`src/design/ist_pkg.sv`:
```
// ist_pkg: shared types and constants for the integer set table.
// Beat structs, operation and status codes, table capacity.
// No dependencies.
`timescale 1ns / 1ps
`default_nettype none

package ist_pkg;

  localparam int CAPACITY = 16;
  localparam int CNT_W    = $clog2(CAPACITY + 1);

  localparam logic [1:0] FN_INSERT = 2'd0;
  localparam logic [1:0] FN_REMOVE = 2'd1;
  localparam logic [1:0] FN_MEMBER = 2'd2;

  localparam logic [2:0] ST_OK        = 3'd0;
  localparam logic [2:0] ST_NOT_FOUND = 3'd1;
  localparam logic [2:0] ST_EMPTY     = 3'd2;
  localparam logic [2:0] ST_FULL      = 3'd3;
  localparam logic [2:0] ST_DUP       = 3'd4;

  typedef logic [CNT_W-1:0] cnt_t;

  typedef struct packed {
    logic [1:0]         func;
    logic signed [31:0] value;
  } cmd_t;

  typedef struct packed {
    logic [2:0] status;
    logic       is_member;
    logic [4:0] element_count;
  } result_t;

  // per-cell control from the table controller
  typedef struct packed {
    logic live;    // cell index below the element count
    logic wr;      // insert lands in this cell
    logic remove;  // accepted remove beat
  } cell_ctrl_t;

endpackage

`default_nettype wire

```
`src/design/ist_cell.sv`:
```
// ist_cell: one entry of the set table.
// Compares its entry with the key, ripples the first-match flag upward and
// shifts down from its upper neighbor on remove. Uses ist_pkg.
`timescale 1ns / 1ps
`default_nettype none

module ist_cell (
  input  wire                  clk,
  input  ist_pkg::cell_ctrl_t  ctrl,
  input  wire  [31:0]          key,
  input  wire  [31:0]          up_val,
  input  wire                  seen_in,
  output logic                 seen_out,
  output logic [31:0]          val
);

  logic hit;

  assign hit      = ctrl.live && (val == key);
  assign seen_out = seen_in | hit;

  // at or above the first match: close the gap
  always_ff @(posedge clk) begin
    if (ctrl.remove && seen_out) begin
      val <= up_val;
    end else if (ctrl.wr) begin
      val <= key;
    end
  end

endmodule

`default_nettype wire

```
`src/design/integer_set_table.sv`:
```
// integer_set_table: top level, controller plus a chain of ist_cell entries.
// Depends on ist_pkg and ist_cell.
//
//   channel   beat      handshake             fields
//   command   cmd       start & !busy         func, value
//   result    result    strobe (one cycle)    status, is_member, element_count
//
// One command per clock while busy is low: compare, first-match ripple and shift
// all settle in the accept cycle across the cell chain; the result is registered and shows in the cycle after.
// busy is high only during reset and the cycle after it.
// Reset clears the element count; entry contents are left as they are.
// The receiver cannot stall; every result is a single-cycle strobe.
`timescale 1ns / 1ps
`default_nettype none

module integer_set_table (
  input  wire                clk,
  input  wire                rst,
  input  wire                start,
  output logic               busy,
  input  ist_pkg::cmd_t      cmd,
  output logic               strobe,
  output ist_pkg::result_t   result
);

  localparam int CAP = ist_pkg::CAPACITY;

  ist_pkg::cnt_t count;
  ist_pkg::cnt_t count_next;
  logic          accept;
  logic          present;
  logic          full;
  logic [2:0]    status_next;
  logic [31:0]   vals [CAP];
  logic [CAP:0]  seen;

  assign accept  = start && !busy;
  assign seen[0] = 1'b0;
  assign present = seen[CAP];
  assign full    = (count == ist_pkg::CNT_W'(CAP));

  genvar gi;
  generate
    for (gi = 0; gi < CAP; gi++) begin : g_cell
      ist_pkg::cell_ctrl_t ctrl;
      logic [31:0]         up;

      assign ctrl.live   = ist_pkg::CNT_W'(gi) < count;
      assign ctrl.wr     = accept && (cmd.func == ist_pkg::FN_INSERT) &&
                           (count == ist_pkg::CNT_W'(gi));
      assign ctrl.remove = accept && (cmd.func == ist_pkg::FN_REMOVE);

      if (gi == CAP - 1) begin : g_top
        assign up = vals[gi];
      end else begin : g_mid
        assign up = vals[gi + 1];
      end

      ist_cell u_cell (
        .clk      (clk),
        .ctrl     (ctrl),
        .key      (cmd.value),
        .up_val   (up),
        .seen_in  (seen[gi]),
        .seen_out (seen[gi + 1]),
        .val      (vals[gi])
      );
    end
  endgenerate

  always_comb begin
    count_next  = count;
    status_next = ist_pkg::ST_OK;
    case (cmd.func)
      ist_pkg::FN_INSERT: begin
        if (present) begin
          status_next = ist_pkg::ST_DUP;
        end else if (full) begin
          status_next = ist_pkg::ST_FULL;
        end else begin
          count_next = count + 1'b1;
        end
      end
      ist_pkg::FN_REMOVE: begin
        if (count == '0) begin
          status_next = ist_pkg::ST_EMPTY;
        end else if (!present) begin
          status_next = ist_pkg::ST_NOT_FOUND;
        end else begin
          count_next = count - 1'b1;
        end
      end
      ist_pkg::FN_MEMBER: begin
        status_next = present ? ist_pkg::ST_OK : ist_pkg::ST_NOT_FOUND;
      end
      default: begin
        status_next = ist_pkg::ST_OK;
      end
    endcase
  end

  always_ff @(posedge clk) begin
    if (rst) begin
      count  <= '0;
      strobe <= 1'b0;
      busy   <= 1'b1;
    end else begin
      busy   <= 1'b0;
      strobe <= accept;
      if (accept) begin
        count <= count_next;
      end
    end
  end

  always_ff @(posedge clk) begin
    if (accept) begin
      result.status        <= status_next;
      result.is_member     <= present;
      result.element_count <= 5'(count_next);
    end
  end

  a_one_result: assert property (@(posedge clk) disable iff (rst)
    accept |=> strobe) else $error("accepted beat gave no result");

  a_no_spurious: assert property (@(posedge clk) disable iff (rst)
    !accept |=> !strobe) else $error("result without accepted beat");

  a_dup_member: assert property (@(posedge clk) disable iff (rst)
    strobe && (result.status == ist_pkg::ST_DUP) |-> result.is_member)
    else $error("duplicate reported without membership");

  a_count_range: assert property (@(posedge clk) disable iff (rst)
    strobe |-> (32'(result.element_count) <= 32'(CAP)))
    else $error("element count beyond capacity");

endmodule

`default_nettype wire
```
`config.mk`:
```
export PLATFORM = sky130hd
export DESIGN_NAME = integer_set_table
export DESIGN_NICKNAME = d
export VERILOG_FILES = /design/src/design/ist_pkg.sv /design/src/design/ist_cell.sv /design/src/design/integer_set_table.sv
export SDC_FILE = /design/constraint.sdc
export NUM_CORES = 1
export LEC_CHECK = 0
export BUFFER_PORTS_ARGS = -buffer_cell sky130_fd_sc_hd__buf_2
export CAP_MARGIN = 15
export CORE_MARGIN = 1.5
export CORE_UTILIZATION = 50
export CTS_CLUSTER_DIAMETER = 50
export DETAILED_ROUTE_END_ITERATION = 7
export PLACE_DENSITY = 0.74
export SYNTH_ARGS = -nofsm -noshare
export SYNTH_HDL_FRONTEND = slang
export SYNTH_SLANG_ARGS = --single-unit
```
`constraint.sdc`:
```
create_clock -name clk -period 16.1 [get_ports clk]
set_input_delay 3.22 -clock clk [delete_from_list [all_inputs] [get_ports clk]]
set_output_delay 3.22 -clock clk [all_outputs]
set_load 0.01 [all_outputs]
```
==> run metrics <==
Reg-to-Reg Start count[1]; commonest non-fill, non-tap cell in the layout edfxtp_1; Setup crit start kind input pin; Comb pwr share 0.083; hold_buf cts 0; NetSw 0.000779 W; synthesized area 30,300 um2; DP HPWL 62,500 um; area grow syn2layout 10.0%; Yosys warning total 0; Tightest Pin Transition 1170 ps; WL final 91,800 um; CTS H-tree depth 3; CP Capture Type register; sequence of cells on the critical path buf_2, buf_4, xnor2_1, nand4_1, or4_1, or4_1, o211ai_1, nor3_1, buf_4, a21oi_4, a31o_2; Crit path arrival time 7190 ps; antenna violations before repair 3; crit path max fanout 33; WP buf/inv 3; Syn Area/Cell 13.1 um2; clock root buffer clkbuf_16; sw frac 0.240; Netlist cell types 65; Static Leak 10.3 nW; Clock Power Share 0.449; Pwr Total 0.00324 W; Vias/cell 6.37; register bit total from synthesis 528; # fillers 4,967; RePlAce Congestion 0.997; Hold Startpoint g_cell[6].u_cell.val[21]; # resized after CTS 0; Tightest Hold Check Type register to register; DRT iter0 DRCs 2,386; slowest cell on the critical path a21oi_4; number of cell rows 90; num ports 48; register area 15,800 um2; MaxCap Viol Count 0; Die Span Y 249 um; FF-to-FF setup slack 11,440 ps; Total GRT Usage 0.295; Port Buf Inserts 47; Post-synth top flop edfxtp_1; period utilization 0.433; FFs w/ async S/R, synth 0; NumNets Final 2,338; sequential share of power 0.469; Yosys top cell by area edfxtp_1; RSZ-0062 raised after global routing no; largest net degree at the start of global routing 35; pwr/cell area 97.2 nW/um2; status finished, final reports clean; final hold violation count 0; TritonCTS clock tree done; Post-CTS Setup Inserts 0; area of the multi-input gates 13,600 um2; setup ws final 9120 ps; drt first pass iters 6; top post-synthesis cells by area edfxtp_1, mux2_2, xnor2_1; P_int 0.00246 W; crit path launch cmd[6]; R2R cell count 8; total CTS buffers 67; WL/cell 29.3 um; CP required 16,310 ps; maximum clock frequency 0.143 GHz; Antenna Nets Post-Route 0; remaining global-route overflow 0; slowest cell delay on critical path 770 ps; clk_lat worst skew 610 ps; vias in the first global route 19,972; DIE AREA 62,000 um2; Die W 249 um; crit path kind input pin to register; first-pass GRT wire length 135,000 um; sequential fraction of the synthesis area 0.521; pre-CTS WS 8280 ps; Critical R2R Capture g_cell[14].u_cell.val[5]; Final min period 6980 ps; Worst Hold Depth 1; Post-Syn Nets 2,345; commonest cells after routing, fill and taps aside edfxtp_1, mux2_2, xnor2_1, nand4_1, xor2_1; clk buf depth 3; Fin Setup TNS 0 ps; Max Clock Skew 36.5 ps; Residual DRC 0; CTS Sinks 528; slew margin rel. 0.217; Crit path depth 11; vias 19,949; Synth top area share 0.517; layout cells sized above 1 0.307; Max Slew Vio Count 0; peak supply drop 75.7 uV; CP top delay family compound AO/OA/AOI/OAI gates; # setup viols final 0; Post-Synthesis Cells 2,303; clock-pin slew on the worst setup and hold paths 60 ps; Initial Utilization 0.504; WHS Endpoint g_cell[5].u_cell.val[21]; Core ar. 60,100 um2; Post-synth EDFFs 521
-- Yosys cell counts, types with 3 or more instances --
cell,n
and4b_1,3
nand4b_1,12
o21ai_0,12
o31ai_1,3
dfxtp_1,7
mux2_2,476
mux2i_1,5
xnor2_1,395
xor2_1,124
nand2b_1,7
a21oi_1,18
inv_1,9
nor4b_1,12
nor2_1,43
or3b_2,3
nand4_1,162
nand2_1,57
nor3_1,34
a21o_1,8
nor4_1,57
a31oi_1,3
buf_4,35
buf_6,3
buf_1,7
nor2b_1,3
nand3_1,36
o21a_1,4
ha_1,5
edfxtp_1,521
or4_1,27
or2_2,3
or3_1,6
o22ai_1,3
buf_2,95
a211oi_1,3
nor3b_1,5
and3_1,9
clkbuf_1,50
mux2_1,4
-- per-layer routing --
layer | track usage | share of wire
met1 | 0.405 | 0.40
met2 | 0.464 | 0.46
met3 | 0.0727 | 0.10
met4 | 0.0885 | 0.030
met5 | 0 | 0
-- final cells by class --
type,count,share of cell area
multi-input cells,1576,0.410
well taps,782,0.0294
clock inverters,39,0.00939
repair buffers,114,0.0231
inverters,9,0.00101
flip-flops and latches,528,0.474
diodes,2,0.000150
clock buffers,80,0.0534
-- through the flow --
stage | instance area, um2 | utilization | hold slack (ps) | std cells
2_1_floorplan | 30300 | - | 557 | 2303
3_5_place_dp | 31200 | 0.518 | 578 | 3007
4_1_cts | 33300 | 0.553 | 590 | 3126
5_1_grt | 33300 | 0.554 | 618 | 3128
3_3_place_gp | 31200 | 0.518 | 572 | 3007
6_report | 33300 | 0.554 | 592 | 3130
-- kinds of logic after synthesis --
group / count (synthesis) / share of synthesized area
buffers and inverters: 199 / 0.0337
flip-flops: 528 / 0.521
XOR/XNOR: 519 / 0.150
multiplexers: 485 / 0.180
AO/OA/AOI/OAI: 73 / 0.0161
AND/OR/NAND/NOR: 494 / 0.0966
adder cells (fa/ha/maj): 5 / 0.00207
-- power groups by stage --
stage          clock network, W  registers [W]  logic [W]
3_5_place_dp                  0        0.00155   0.000259
3_3_place_gp                  0        0.00155   0.000256
4_1_cts                 0.00147        0.00152   0.000261
2_1_floorplan                 0        0.00155   0.000186
6_report                0.00145        0.00152   0.000267
5_1_grt                 0.00152        0.00152   0.000281
-- registers in the layout (all words and copies together), names as in the netlist --
signal / flops
g_cell.u_cell.val: 512
busy: 1
count: 5
strobe: 1
result: 9
-- worst reg2reg max path, stage by stage, from the launching register on --
cell and delay [ps]:
dfxtp_1 880, nand2_1 460, a2111oi_0 520, nand3_1 180, nor4_1 850, a41oi_1 370
a31oi_4 270, buf_4 450, mux2_2 430
-- worst max path at each step --
stage / endpoint / slack [ps]
after global routing: g_cell[9].u_cell.val[13] / 8920
after CTS: g_cell[10].u_cell.val[31] / 8860
final: g_cell[9].u_cell.val[14] / 9120
after global placement: g_cell[10].u_cell.val[5] / 8440
after detailed placement: g_cell[10].u_cell.val[31] / 8280
after floorplan: g_cell[15].u_cell.val[0] / 8650
Power figures use the tool's default switching activity.
